[src/hw/rtl/mdlg_pkg.sv]
// ----------------------------------------------------------------------------
// mdlg_pkg
// Types and constants shared by the motor drive lease guard modules.
// ----------------------------------------------------------------------------
`default_nettype none

package mdlg_pkg;

    typedef enum logic [1:0] {
        OP_ARM     = 2'd0,
        OP_HOLD    = 2'd1,
        OP_SERVICE = 2'd2,
        OP_UNUSED  = 2'd3
    } opcode_t;

    typedef enum logic [2:0] {
        ACT_NONE   = 3'd0,
        ACT_REJECT = 3'd1,
        ACT_OFF    = 3'd2,
        ACT_WAKE   = 3'd3,
        ACT_RUN    = 3'd4
    } action_t;

    typedef enum logic [1:0] {
        PH_IDLE   = 2'd0,
        PH_WAKING = 2'd1,
        PH_ACTIVE = 2'd2,
        PH_ENDED  = 2'd3
    } phase_t;

    // Configuration register indexes.
    localparam int CFG_IDX_W = 3;
    localparam logic [CFG_IDX_W-1:0] CFG_MAX_SESSION = 3'd0;
    localparam logic [CFG_IDX_W-1:0] CFG_HOLD_LEASE  = 3'd1;
    localparam logic [CFG_IDX_W-1:0] CFG_WAKE_DELAY  = 3'd2;
    localparam logic [CFG_IDX_W-1:0] CFG_MIN_DUTY    = 3'd3;
    localparam logic [CFG_IDX_W-1:0] CFG_MAX_DUTY    = 3'd4;

    localparam logic [31:0] MAX_SESSION_RST = 32'd30000;
    localparam logic [31:0] HOLD_LEASE_RST  = 32'd200;
    localparam logic [31:0] WAKE_DELAY_RST  = 32'd50;
    localparam logic [9:0]  MIN_DUTY_RST    = 10'd1;
    localparam logic [9:0]  MAX_DUTY_RST    = 10'd1000;

    localparam logic signed [7:0] DIR_FWD = 8'sd1;
    localparam logic signed [7:0] DIR_REV = -8'sd1;

    typedef struct packed {
        logic [31:0] max_session_ms;
        logic [31:0] hold_lease_ms;
        logic [31:0] wake_delay_ms;
        logic [9:0]  min_duty;
        logic [9:0]  max_duty;
    } cfg_t;

    typedef struct packed {
        opcode_t            opcode;
        logic [31:0]        now_ms;
        logic [31:0]        session_gen;
        logic [7:0]         req_channel;
        logic signed [7:0]  req_direction;
        logic [15:0]        req_duty;
    } item_t;

    // Session state apart from the locked channel, whose width follows the
    // channel count.
    typedef struct packed {
        logic               armed_flag;
        phase_t             phase;
        logic [31:0]        armed_time;
        logic [31:0]        last_hold_time;
        logic [31:0]        wake_time;
        logic [31:0]        session_id;
        logic signed [1:0]  locked_direction;
        logic [9:0]         locked_duty;
    } state_t;

    typedef struct packed {
        action_t            action;
        phase_t             phase_now;
        logic               is_fresh;
        logic [1:0]         drive_channel;
        logic signed [1:0]  drive_direction;
        logic [9:0]         drive_duty;
    } result_t;

endpackage

`default_nettype wire

[src/hw/rtl/mdlg_step.sv]
// ----------------------------------------------------------------------------
// mdlg_step
// Next-state and result logic for one item of the lease guard.
// ----------------------------------------------------------------------------
`default_nettype none

module mdlg_step #(
    parameter int CHANNEL_COUNT = 4,
    localparam int CH_W = (CHANNEL_COUNT > 1) ? $clog2(CHANNEL_COUNT) : 1
) (
    input  mdlg_pkg::cfg_t    cfg,
    input  mdlg_pkg::item_t   item,
    input  mdlg_pkg::state_t  state,
    input  logic [CH_W-1:0]   locked_channel,
    output mdlg_pkg::state_t  state_next,
    output logic [CH_W-1:0]   locked_channel_next,
    output mdlg_pkg::result_t result
);
    import mdlg_pkg::*;

    logic [31:0] age;
    logic [31:0] hold_gap;
    logic [31:0] wake_gap;
    logic        age_ok;
    logic        lease_ok;
    logic        wake_done;
    logic        id_match;
    logic        busy;
    logic        on_lease;
    logic        fresh_pre;
    logic        ch_ok;
    logic        dir_zero;
    logic        dir_run;
    logic        duty_ok;
    logic        zero_req;
    logic        run_req;
    logic        ch_match;
    logic        dir_match;
    logic        duty_match;
    logic        renewed;
    logic        reject;
    action_t     act;
    logic [7:0]  ch_wide;

    // The three time windows are checked side by side on wrapped differences.
    assign age       = item.now_ms - state.armed_time;
    assign hold_gap  = item.now_ms - state.last_hold_time;
    assign wake_gap  = item.now_ms - state.wake_time;
    assign age_ok    = age <= cfg.max_session_ms;
    assign lease_ok  = hold_gap <= cfg.hold_lease_ms;
    assign wake_done = wake_gap >= cfg.wake_delay_ms;
    assign id_match  = state.session_id == item.session_gen;
    assign busy      = state.phase != PH_IDLE;
    assign on_lease  = (state.phase == PH_WAKING) || (state.phase == PH_ACTIVE);
    assign fresh_pre = state.armed_flag && id_match && age_ok && (!on_lease || lease_ok);

    assign ch_ok    = {1'b0, item.req_channel} < 9'(CHANNEL_COUNT);
    assign dir_zero = item.req_direction == 8'sd0;
    assign dir_run  = (item.req_direction == DIR_FWD) || (item.req_direction == DIR_REV);
    assign duty_ok  = (item.req_duty >= {6'd0, cfg.min_duty}) &&
                      (item.req_duty <= {6'd0, cfg.max_duty});
    assign zero_req = ch_ok && dir_zero && (item.req_duty == 16'd0);
    assign run_req  = ch_ok && dir_run && duty_ok;

    assign ch_match   = item.req_channel[CH_W-1:0] == locked_channel;
    assign dir_match  = item.req_direction[1:0] == state.locked_direction;
    assign duty_match = item.req_duty == {6'd0, state.locked_duty};

    always_comb
    begin
        state_next          = state;
        locked_channel_next = locked_channel;
        act                 = ACT_NONE;
        reject              = 1'b0;
        renewed             = 1'b0;

        unique case (item.opcode)
            OP_ARM:
            begin
                state_next                  = '0;
                state_next.phase            = PH_IDLE;
                state_next.armed_flag       = 1'b1;
                state_next.armed_time       = item.now_ms;
                state_next.last_hold_time   = item.now_ms;
                state_next.session_id       = item.session_gen;
                locked_channel_next         = '0;
            end
            OP_HOLD:
            begin
                if (!fresh_pre || !(zero_req || run_req))
                begin
                    reject = 1'b1;
                end
                else if (busy && !ch_match)
                begin
                    reject = 1'b1;
                end
                else if (run_req && busy && (!dir_match || !duty_match))
                begin
                    reject = 1'b1;
                end
                else if (zero_req)
                begin
                    if (busy && state.phase != PH_ENDED)
                    begin
                        state_next.phase = PH_ENDED;
                        act              = ACT_OFF;
                    end
                end
                else if (state.phase == PH_ENDED)
                begin
                    reject = 1'b1;
                end
                else
                begin
                    renewed                   = 1'b1;
                    state_next.last_hold_time = item.now_ms;
                    if (!busy)
                    begin
                        locked_channel_next         = item.req_channel[CH_W-1:0];
                        state_next.locked_direction = item.req_direction[1:0];
                        state_next.locked_duty      = item.req_duty[9:0];
                        state_next.phase            = PH_WAKING;
                        state_next.wake_time        = item.now_ms;
                        act                         = ACT_WAKE;
                    end
                end
            end
            OP_SERVICE:
            begin
                if (state.armed_flag)
                begin
                    if (state.phase == PH_ENDED)
                    begin
                        reject = !age_ok;
                    end
                    else if (!fresh_pre)
                    begin
                        reject = 1'b1;
                    end
                    else if (state.phase == PH_WAKING && wake_done)
                    begin
                        state_next.phase = PH_ACTIVE;
                        act              = ACT_RUN;
                    end
                end
            end
            default:
            begin
                state_next = state;
            end
        endcase

        if (reject)
        begin
            state_next.armed_flag = 1'b0;
            state_next.phase      = PH_ENDED;
            act                   = ACT_REJECT;
        end
    end

    assign ch_wide = 8'(locked_channel_next);

    always_comb
    begin
        result.action          = act;
        result.phase_now       = state_next.phase;
        // Arming always leaves a fresh session; otherwise the arm time and
        // generation are unchanged and a renewed hold restarts the lease.
        if (item.opcode == OP_ARM)
        begin
            result.is_fresh = 1'b1;
        end
        else
        begin
            result.is_fresh = state_next.armed_flag && id_match && age_ok &&
                              (!((state_next.phase == PH_WAKING) ||
                                 (state_next.phase == PH_ACTIVE)) ||
                               renewed || lease_ok);
        end
        result.drive_channel   = ch_wide[1:0];
        result.drive_direction = state_next.locked_direction;
        result.drive_duty      = state_next.locked_duty;
    end

endmodule

`default_nettype wire

[src/hw/rtl/motor_drive_lease_guard.sv]
// An input beat is registered in the input register, evaluated combinationally,
// and its result beat is registered in the result register for the master side.
// Throughput: one item per cycle unless the master side stalls; the session state
// is updated in the same cycle that the result register loads, so the next item sees it at once.
// Reset clears the session state, empties both registers and restores the
// configuration registers to their default values.
// ----------------------------------------------------------------------------
// motor_drive_lease_guard
// Session lease guard for a slow motor drive with a stream interface.
// ----------------------------------------------------------------------------
`default_nettype none

module motor_drive_lease_guard #(
    parameter int CHANNEL_COUNT = 4
) (
    input  logic                             clk,
    input  logic                             rst_n,

    input  logic                             cfg_valid,
    output logic                             cfg_ready,
    input  logic [mdlg_pkg::CFG_IDX_W-1:0]   cfg_index,
    input  logic [31:0]                      cfg_data,

    input  logic                             s_axis_tvalid,
    output logic                             s_axis_tready,
    // now_ms[31:0], session_gen[63:32], req_channel[71:64],
    // req_direction[79:72], req_duty[95:80]
    input  logic [95:0]                      s_axis_tdata,
    // opcode[1:0]
    input  logic [1:0]                       s_axis_tuser,

    output logic                             m_axis_tvalid,
    input  logic                             m_axis_tready,
    // phase_now[1:0], is_fresh[2], drive_channel[4:3], drive_direction[6:5],
    // drive_duty[16:7], zero[23:17]
    output logic [23:0]                      m_axis_tdata,
    // action[2:0]
    output logic [2:0]                       m_axis_tuser
);
    import mdlg_pkg::*;

    localparam int CH_W = (CHANNEL_COUNT > 1) ? $clog2(CHANNEL_COUNT) : 1;

    cfg_t              cfg_reg;
    state_t            state_reg;
    state_t            state_next;
    logic [CH_W-1:0]   locked_channel_reg;
    logic [CH_W-1:0]   locked_channel_next;
    item_t             in_reg;
    logic              in_valid_reg;
    result_t           out_reg;
    result_t           result;
    logic              out_valid_reg;
    logic              step_en;
    logic              in_take;
    item_t             in_item;

    assign cfg_ready = 1'b1;

    always_ff @(posedge clk or negedge rst_n)
    begin
        if (!rst_n)
        begin
            cfg_reg.max_session_ms <= MAX_SESSION_RST;
            cfg_reg.hold_lease_ms  <= HOLD_LEASE_RST;
            cfg_reg.wake_delay_ms  <= WAKE_DELAY_RST;
            cfg_reg.min_duty       <= MIN_DUTY_RST;
            cfg_reg.max_duty       <= MAX_DUTY_RST;
        end
        else if (cfg_valid && cfg_ready)
        begin
            unique case (cfg_index)
                CFG_MAX_SESSION: cfg_reg.max_session_ms <= cfg_data;
                CFG_HOLD_LEASE:  cfg_reg.hold_lease_ms  <= cfg_data;
                CFG_WAKE_DELAY:  cfg_reg.wake_delay_ms  <= cfg_data;
                CFG_MIN_DUTY:    cfg_reg.min_duty       <= cfg_data[9:0];
                CFG_MAX_DUTY:    cfg_reg.max_duty       <= cfg_data[9:0];
                default:         cfg_reg                <= cfg_reg;
            endcase
        end
    end

    // The input register advances whenever the result register can take
    // the item it holds.
    assign step_en       = in_valid_reg && (!out_valid_reg || m_axis_tready);
    assign s_axis_tready = !in_valid_reg || step_en;
    assign in_take       = s_axis_tvalid && s_axis_tready;

    assign in_item.opcode        = opcode_t'(s_axis_tuser[1:0]);
    assign in_item.now_ms        = s_axis_tdata[31:0];
    assign in_item.session_gen   = s_axis_tdata[63:32];
    assign in_item.req_channel   = s_axis_tdata[71:64];
    assign in_item.req_direction = s_axis_tdata[79:72];
    assign in_item.req_duty      = s_axis_tdata[95:80];

    always_ff @(posedge clk or negedge rst_n)
    begin
        if (!rst_n)
        begin
            in_valid_reg <= 1'b0;
        end
        else if (s_axis_tready)
        begin
            in_valid_reg <= s_axis_tvalid;
        end
    end

    always_ff @(posedge clk)
    begin
        if (in_take)
        begin
            in_reg <= in_item;
        end
    end

    mdlg_step #(
        .CHANNEL_COUNT (CHANNEL_COUNT)
    ) u_step (
        .cfg                 (cfg_reg),
        .item                (in_reg),
        .state               (state_reg),
        .locked_channel      (locked_channel_reg),
        .state_next          (state_next),
        .locked_channel_next (locked_channel_next),
        .result              (result)
    );

    always_ff @(posedge clk or negedge rst_n)
    begin
        if (!rst_n)
        begin
            state_reg          <= '0;
            locked_channel_reg <= '0;
            out_valid_reg      <= 1'b0;
        end
        else
        begin
            if (step_en)
            begin
                state_reg          <= state_next;
                locked_channel_reg <= locked_channel_next;
                out_valid_reg      <= 1'b1;
            end
            else if (m_axis_tready)
            begin
                out_valid_reg <= 1'b0;
            end
        end
    end

    always_ff @(posedge clk)
    begin
        if (step_en)
        begin
            out_reg <= result;
        end
    end

    assign m_axis_tvalid = out_valid_reg;
    assign m_axis_tuser  = out_reg.action;
    assign m_axis_tdata  = {7'd0, out_reg.drive_duty, out_reg.drive_direction,
                            out_reg.drive_channel, out_reg.is_fresh, out_reg.phase_now};

    // A reject always disarms, so the session cannot read as fresh.
    assert property (@(posedge clk) disable iff (!rst_n)
        (m_axis_tvalid && out_reg.action == ACT_REJECT) |->
            (out_reg.phase_now == PH_ENDED && !out_reg.is_fresh))
        else $error("reject result without ended phase or with fresh session");

    assert property (@(posedge clk) disable iff (!rst_n)
        (m_axis_tvalid && out_reg.action == ACT_WAKE) |->
            (out_reg.phase_now == PH_WAKING && out_reg.is_fresh))
        else $error("wake result not in waking phase");

    assert property (@(posedge clk) disable iff (!rst_n)
        (m_axis_tvalid && out_reg.action == ACT_RUN) |-> (out_reg.phase_now == PH_ACTIVE))
        else $error("run result not in active phase");

    assert property (@(posedge clk) disable iff (!rst_n)
        step_en |=> (out_valid_reg && state_reg == $past(state_next)))
        else $error("evaluated item did not reach result register and state");

    assert property (@(posedge clk) disable iff (!rst_n)
        (in_valid_reg && !step_en) |=> (in_valid_reg && $stable(in_reg)))
        else $error("held input item lost while result side stalled");

endmodule

`default_nettype wire

[config.mk]
export PLATFORM = sky130hd
export DESIGN_NAME = motor_drive_lease_guard
export DESIGN_NICKNAME = d
export VERILOG_FILES = /design/src/hw/rtl/mdlg_pkg.sv /design/src/hw/rtl/mdlg_step.sv /design/src/hw/rtl/motor_drive_lease_guard.sv
export SDC_FILE = /design/constraint.sdc
export NUM_CORES = 1
export LEC_CHECK = 0
export BUFFER_PORTS_ARGS = -buffer_cell sky130_fd_sc_hd__buf_2
export CORE_MARGIN = 3
export CORE_UTILIZATION = 59
export DETAILED_ROUTE_END_ITERATION = 8
export GPL_ROUTABILITY_DRIVEN = 0
export PLACE_DENSITY = 0.88
export SLEW_MARGIN = 10
export SYNTH_ARGS = -nofsm -noshare
export SYNTH_HDL_FRONTEND = slang
export SYNTH_HIERARCHICAL = 1
export SYNTH_SLANG_ARGS = --single-unit
[constraint.sdc]
create_clock -name clk -period 11 [get_ports clk]
set_clock_uncertainty 0.15 [all_clocks]
set_input_delay 2.2 -clock clk [delete_from_list [all_inputs] [get_ports clk]]
set_output_delay 2.2 -clock clk [all_outputs]
set_load 0.02 [all_outputs]
# After elaboration in Yosys (flattened, before gate mapping)
# Cells that the tools add are included.
dict set report word_totals {
  romBits 0
  register_bits 381
  mem_count 0
  latchBits 0
  inputBits 138
  ram_bits 0
  output_inout_bits 30
  elab_cells 179
}
dict set report op_classes {
  n_lt_le_gt_ge 6
  n_eq_ne 24
  n_mul 0
  shifts 0
  mux 64
  n_reduce_logical 54
  bitwise_logic 0
  n_addsub 3
  div_mod_pow 0
}
# op count
set ops {}
lappend ops {{64-bit 2-to-1 mux} 5}
lappend ops {{64-bit case mux with 2 select lines} 1}
lappend ops {{32-bit subtractor} 3}
lappend ops {{12-bit 2-to-1 mux} 6}
lappend ops {{32-bit less-or-equal comparator} 2}
lappend ops {{2-bit 2-to-1 mux} 20}
lappend ops {{32-bit == test} 1}
lappend ops {{32-bit greater-or-equal comparator} 1}
lappend ops {{32-bit 2-to-1 mux} 1}
lappend ops {{3-bit 2-to-1 mux} 9}
lappend ops {{12-bit case mux with 2 select lines} 1}
lappend ops {{1-bit logical AND} 18}
lappend ops {{1-bit 2-to-1 mux} 17}
lappend ops {{16-bit by 10-bit == test with 1-bit output} 1}
lappend ops {{16-bit by 10-bit greater-or-equal comparator with 1-bit output} 1}
lappend ops {{16-bit by 10-bit less-or-equal comparator with 1-bit output} 1}
lappend ops {{16-bit logical NOT} 1}
lappend ops {{2-bit != test (second input constant)} 7}
lappend ops {{2-bit AND reduction} 6}
lappend ops {{1-bit logical OR} 11}
lappend ops {{1-bit logical NOT} 10}
lappend ops {{2-bit == test (second input constant)} 4}
lappend ops {{8-bit by 1-bit == test with 1-bit output (second input constant)} 1}
lappend ops {{8-bit by 2-bit == test with 1-bit output (second input constant)} 1}
lappend ops {{other kinds (16)} 22}

# Logic depth before layout (Yosys ltp)
# Gate-level depths: netlist of the first run.
dict set report logic_depth {
  depth_word 17
  ltp_mapped 27
  ltp_nobuf 25
}

# Cells and area by module
# Netlist of the first run, hierarchy kept.
# mod seq_area_each_um2 cells_each area_per_inst_um2 instances
set modules_own_cells {}
lappend modules_own_cells {motor_drive_lease_guard 10149.7 692 13837.0 1}
lappend modules_own_cells {mdlg_step 0.0 1622 11124.4 1}

# Worst setup path after synthesis of the first run
# OpenSTA, ideal clock, no wires.
dict set report synth_timing {
  path_kind {reg2reg}
  startpoint {register in_reg[65] (netlist name)}
  endpoint {register state_reg[11] (netlist name)}
  slack_ns 5.437
  arrival_ns 5.288
  path_stages_with_launch 27
  setup_ns 0.125
  required_time_ns 10.725
  period_less_slack_ns 5.563
  path_buffers 3
  cell_sequence {edfxtp_1 -> inv_1 -> fa_1 -> nand2b_1 -> a21boi_1 -> o21ai_0 -> a21o_1 -> a21oi_2 -> o2111ai_1 -> a31oi_1 -> a2111oi_0 -> or2_1 -> o311ai_1 -> ha_1 -> a21oi_1 -> nand2_1 -> a221oi_1 -> o22ai_1 -> nor3_2 -> and2_2 -> nand3_2 -> buf_4 -> buf_6 -> mux2i_1 -> o21ai_0 -> buf_4 -> mux2_2}
}
# item line
set synth_lines {}
lappend synth_lines {{from (decl)} motor_drive_lease_guard.sv:49} ;# item_t in_reg;
lappend synth_lines {{from (signal assigned)} motor_drive_lease_guard.sv:112} ;# in_reg <= in_item;
lappend synth_lines {{to (signal assigned)} motor_drive_lease_guard.sv:140} ;# state_reg <= state_next;
lappend synth_lines {{to (decl)} motor_drive_lease_guard.sv:45} ;# state_t state_reg;

==> flow_metrics.py, run 1 <==
metrics = {
    "run_status": {
        "status": "completed",
    },
    "floorplanning": {
        "std_cell_rows": 74,
        "start_util": 0.604,
        "die-width_um": 212,
        "die-area_mm2": 0.0448,
        "die_y_um": 212,
        "num_io_pins": 168,
        "coreArea_mm2": 0.0413,
    },
    "finish": {
        "nets": 2806,
        "fin_cells": 3015,
        "syn2layout_area_growth_pct": 9.45,
        "largest_reg_flops": 143,
        "final_layout_size_suffix_gt1_frac": 0.233,
        "layout_commonest_cell": "dfrtp_1",
        "final_cell_mix": "243 x dfrtp_1, 234 x inv_1, 233 x mux2_2, 217 x ha_1, 168 x nand2_1",
    },
    "logic_synthesis": {
        "yosys_most_used_dff": "dfrtp_1",
        "ys_warn_count": 6,
        "synth_top_area_frac": 0.244,
        "netlist_area_mm2": 0.0250,
        "synthTopCellsByArea": "dfrtp_1 24%, edfxtp_1 14%, ha_1 11%",
        "postSynthRegisterBits": 381,
        "async_reset_ff_frac": 0.690,
        "yosys.area.top_type": "dfrtp_1",
        "syn_inst": 2314,
        "ys_seq_area_frac": 0.407,
        "avgSynthCellArea_um2": 10.8,
        "synth_edf_count": 118,
        "yosysUniqueCellTypes": 89,
    },
    "worst_setup_path": {
        "critPathTopFamily": "compound AO/OA/AOI/OAI gates",
        "reg2reg_depth": 24,
        "worst-path-buf-inv": 2,
        "crit_chain": "inv_1 > fa_1 > nand2b_1 > a21boi_1 > o21ai_0 > a21o_1 > a21oi_2 > o2111ai_1 > a31oi_1 > a2111oi_0 > or2_1 > o311ai_1 > ha_1 > nand4_1 > nand4bb_1 > nand2b_1 > a31oi_1 > nor3_2 > and2_2 > nand3_2 > buf_4 > mux2i_1 > o21ai_0 > mux2_2",
        "timing.rr.end": "state_reg[4]",
        "arrival_ns": 7.84,
        "cpPeakStageDelay_ns": 0.66,
        "start_kind": "flop",
        "r2r_setup_slack_ns": 3.47,
        "end_kind": "flop",
        "path_class": "reg -> reg",
        "slowest_stage": "buf_4",
        "critPathMaxFanout": 33,
        "cp.required_ns": 11.31,
        "r2r_start": "in_reg[65]",
    },
    "cts": {
        "htree_levels": 2,
        "cts_setup_buffers": 0,
        "tritoncts": "done",
        "cts_sinks": 381,
        "cts_max_path_buffers": 3,
        "cts_resized": 0,
        "hold_buffers": 0,
        "cts.reportedPaths.clkPinSlew_ns": 0.06,
        "numCtsBuffers": 42,
        "clk_latency_ns": 0.58,
        "cts-root-buf": "clkbuf_16",
    },
    "route": {
        "drt_iter0_markers": 1774,
        "drcViolationCount": 0,
        "viasPerCell": 6.24,
        "ant_nets": 0,
        "vias": 18800,
        "wl_per_cell_um": 21.0,
        "first_pass_iters": 6,
        "wirelength_um": 63400,
    },
    "global_routing": {
        "grt_start_max_net_pins": 101,
        "grt_use_total": 0.279,
        "antenna_found_initial": 7,
        "overflow": 0,
        "grt_pass1_vias": 19100,
        "grt_pass1_wl_um": 99800,
    },
    "placement": {
        "io_buffers": 159,
        "post-place-cells": 2935,
        "dp_hpwl_um": 44700,
    },
    "sta": {
        "setup_tns_ns": 0,
        "hold_viol": 0,
        "setup_violations": 0,
        "tightestPinTransition_ns": 1.16,
        "finalMaxSlewViolations": 0,
        "fmax_mhz": 133,
        "fin_crit_ns": 7.53,
        "max_slew_margin": 0.227,
        "fin_crit_sh": 0.685,
        "rsz0062_at_grt": "false",
    },
    "power_and_ir_drop": {
        "leakagePower_uw": 0.0125,
        "power_density_mw_per_mm2": 224,
        "peakVddDrop_uv": 158,
    },
    "job": {
        "cap_violations": 0,
    },
    "min_path": {
        "hold_path_end": "cfg_reg[104]",
        "holdCritPathClass": "reg -> reg",
        "hold_start": "cfg_reg[104]",
        "min_path_cells": 1,
    },
}
power breakdown:
group / internal, µW / leakage, µW / switching, µW / total, µW
registers: 1780 / 0.00438 / 245 / 2030
clock network: 829 / 0.000678 / 605 / 1430
logic: 1210 / 0.00747 / 1450 / 2660
synth_stat cells (36+ instances only):
cell type	instances
nor2_1	73
mux2_4	60
xnor2_1	73
nand2_1	168
o211ai_1	41
nand3_1	36
dfrtp_1	243
inv_1	234
edfxtp_1	118
o21ai_0	142
xor2_1	53
mux2i_1	74
a21oi_1	116
mux2_2	233
ha_1	218
worst max path at each step:
stage                from             to  slack, ns  depth (start not counted)
2_1_floorplan  in_reg[65]  state_reg[11]       5.44                         26
3_3_place_gp   in_reg[65]   state_reg[3]       4.04                         24
3_5_place_dp   in_reg[65]   state_reg[6]       3.78                         24
4_1_cts        in_reg[65]   state_reg[4]       3.66                         24
5_1_grt        in_reg[65]   state_reg[4]       3.12                         24
6_report       in_reg[65]   state_reg[4]       3.47                         24
cells by family (layout without fill, tap and decap cells):
| kind of cell | count (synthesis) | count (layout) | synth area share |
|---|---|---|---|
| fa+ha+maj | 221 | 221 | 0.112 |
| flops | 381 | 381 | 0.407 |
| buf+inv | 325 | 486 | 0.0634 |
| mux | 369 | 369 | 0.172 |
| other cells | 2 | 10 | 0.000301 |
| xor+xnor | 126 | 126 | 0.0442 |
| simple gates | 437 | 437 | 0.0872 |
| compound gates | 453 | 453 | 0.115 |
worst reg2reg max path: cells and delay by family, from the launching register on:
kind / cells / cell delay, ns
AOI/OAI and AO/OA: 10 / 2.57
and+or+nand+nor: 8 / 1.95
buffers and inverters: 2 / 0.85
muxes: 2 / 0.69
adders and majority gates: 2 / 0.68
DFF: 1 / 0.53
layer usage:
layer  global-route usage  up-vias  routed length [µm]
met2                0.468      889               29900
li1                     -     8548                   -
met1                0.356     9122               25500
met5                    0        -                  57
met4                0.129       10                3220
met3               0.0470      236                4700
stage by stage:
step,hold WS (ns),utilization,setup WS (ns),total power (µW),cell area (µm²)
after global placement,0.319,0.628,4.04,4410,25900
after detailed placement,0.339,0.628,3.78,4600,25900
after floorplan,0.299,-,5.44,3930,25000
final,0.352,0.662,3.47,6120,27300
after global routing,0.362,0.662,3.12,6500,27300
after CTS,0.356,0.661,3.66,6080,27300
final cells by class:
| type | count | area [µm²] |
|---|---|---|
| Sequential cell | 381 | 10100 |
| Timing Repair Buffer | 173 | 911 |
| Antenna cell | 2 | 5.00 |
| Fill cell | 3010 | 14000 |
| Tap cell | 532 | 666 |
| Clock inverter | 14 | 166 |
| Clock buffer | 64 | 1230 |
| Multi-Input combinational cell | 1614 | 13300 |
| Inverter | 235 | 883 |
Note: power is estimated with default switching activity, not from simulation.
==> run 2: changes to the inputs <==
Settings changed: CORE_UTILIZATION 59 to 56.
Clock period 11 ns to 6.5 ns, I/O delays scaled along.
==> run 2 against run 1 <==
Cell count grew 2.3%. Wire length grew 0.52%. Largest power group unchanged. Via count grew 1.1%. Critical path depth grew 4. Worst hold slack lost 0.0056 ns. Fmax grew 19%. Die area grew 5.2%. Cell area grew 1.6%. Clock power grew 78%. Combinational power grew 74%. Global-route usage shrank 1.4 points.
==> flow_metrics.py, run 2 (same netlist as run 1, synthesis figures left out) <==
metrics = {
    "worst_setup_path": {
        "cp.required_ns": 6.81,
        "cpPeakStageDelay_ns": 0.40,
        "r2r_start": "in_reg[64]",
        "path_class": "reg -> reg",
        "end_kind": "flop",
        "timing.rr.end": "state_reg[4]",
        "start_kind": "flop",
        "arrival_ns": 6.66,
        "cp_common_cell": "buf_4",
        "slowest_stage": "edfxtp_1",
        "r2r_setup_slack_ns": 0.15,
        "reg2reg_depth": 28,
        "critPathMaxFanout": 15,
    },
    "sta": {
        "max_slew_margin": 0.329,
        "finalMaxSlewViolations": 0,
        "fmax_mhz": 158,
        "hold_viol": 0,
        "holdWs_ns": 0.347,
        "setup_violations": 0,
        "tightestPinTransition_ns": 1.01,
        "fin_crit_sh": 0.977,
        "fin_crit_ns": 6.35,
    },
    "min_path": {
        "hold_path_end": "m_axis_tvalid",
        "hold_start": "in_valid_reg",
        "holdCritPathClass": "reg -> reg",
        "min_path_cells": 1,
    },
    "global_routing": {
        "grt_use_total": 0.265,
        "overflow": 0,
        "grt_pass1_vias": 19400,
        "grt_start_max_net_pins": 155,
        "antenna_found_initial": 2,
        "grt_pass1_wl_um": 101000,
    },
    "cts": {
        "cts_max_path_buffers": 3,
        "tritoncts": "done",
        "cts-root-buf": "clkbuf_16",
        "cts.reportedPaths.clkPinSlew_ns": 0.06,
        "cts_sinks": 381,
        "numCtsBuffers": 42,
        "clk_latency_ns": 0.58,
        "htree_levels": 2,
    },
    "power_and_ir_drop": {
        "peakVddDrop_uv": 306,
        "power_density_mw_per_mm2": 382,
        "leakagePower_uw": 0.0127,
    },
    "finish": {
        "syn2layout_area_growth_pct": 11.2,
        "fin_util": 0.637,
        "final_layout_size_suffix_gt1_frac": 0.246,
        "final_cell_mix": "243 x dfrtp_1, 234 x inv_1, 233 x mux2_2, 217 x ha_1, 168 x nand2_1",
        "largest_reg_flops": 143,
        "layout_commonest_cell": "dfrtp_1",
        "nets": 2825,
        "diodes": 0,
    },
    "floorplanning": {
        "start_util": 0.573,
        "die-width_um": 217,
        "num_io_pins": 168,
        "std_cell_rows": 76,
        "coreArea_mm2": 0.0436,
        "die-area_mm2": 0.0471,
        "die_y_um": 217,
    },
    "run_status": {
        "status": "completed",
    },
    "route": {
        "viasPerCell": 6.16,
        "vias": 19000,
        "first_pass_iters": 6,
        "drcViolationCount": 0,
        "ant_nets": 0,
        "wl_per_cell_um": 20.7,
        "drt_iter0_markers": 1949,
        "wirelength_um": 63700,
    },
    "placement": {
        "dp_hpwl_um": 44600,
        "io_buffers": 159,
    },
    "job": {
        "cap_violations": 0,
    },
}
## run 2: report_power, final
part / internal (µW) / switching (µW)
logic: 2100 / 2530
registers: 3010 / 420
clock network: 1500 / 1050
total: 6610 / 4000
## run 2: final cells by class
type                    instances  area, µm²
inverters                     235        882
multi-input cells            1614      13400
clock inverters                28        280
well taps                     585        732
fillers                      3144      15800
flip-flops and latches        381      10100
repair buffers                192       1140
clock buffers                  50       1210
## run 2: how the worst max path moves through the flow
stage | from | endpoint | slack, ns | depth (start not counted)
floorplan | in_reg[65] | state_reg[11] | 0.94 | 26
global placement | in_reg[64] | m_axis_tdata[2] | 0.33 | 27
detailed placement | in_reg[64] | state_reg[9] | 0.17 | 25
CTS | in_reg[64] | state_reg[9] | 0.15 | 27
global route | in_reg[64] | state_reg[4] | -0.02 | 28
finish | in_reg[64] | state_reg[4] | 0.15 | 28
## run 2: metrics by stage
step / setup slack, ns / total power [µW] / TNS (ns) / cell area, µm² / cells
6_report: 0.152 / 10600 / 0 / 27800 / 3085
5_1_grt: -0.0175 / 11300 / -0.0557 / 27800 / 3085
4_1_cts: 0.153 / 10500 / 0 / 27700 / 3084
3_5_place_dp: 0.171 / 7800 / 0 / 26200 / 3006
3_3_place_gp: 0.328 / 7470 / 0 / 26200 / 3006
2_1_floorplan: 0.937 / 6660 / 0 / 25000 / 2320
## run 2: critical path, delay by kind of cell (launching register included)
kind	cells	cell delay, ns
AOI/OAI and AO/OA	10	2.11
muxes	2	0.53
xor gates and xnor gates	1	0.14
DFF	1	0.40
adders and majority gates	3	0.78
buffers and inverters	6	1.06
and+or+nand+nor	6	1.05
## run 2: repair_timing
action	in CTS	in global routing
endpoints found under the setup margin	0	100
buffers inserted	0	1
hold buffers	0	0
resized for setup	0	13
## run 2: layer usage
metal / global-route usage / share of wire / vias to the layer above
li1: - / - / 8580
met1: 0.336 / 0.39 / 9271
met2: 0.444 / 0.48 / 931
met3: 0.0480 / 0.080 / 228
met4: 0.117 / 0.048 / 4
met5: 0 / 0.00042 / -
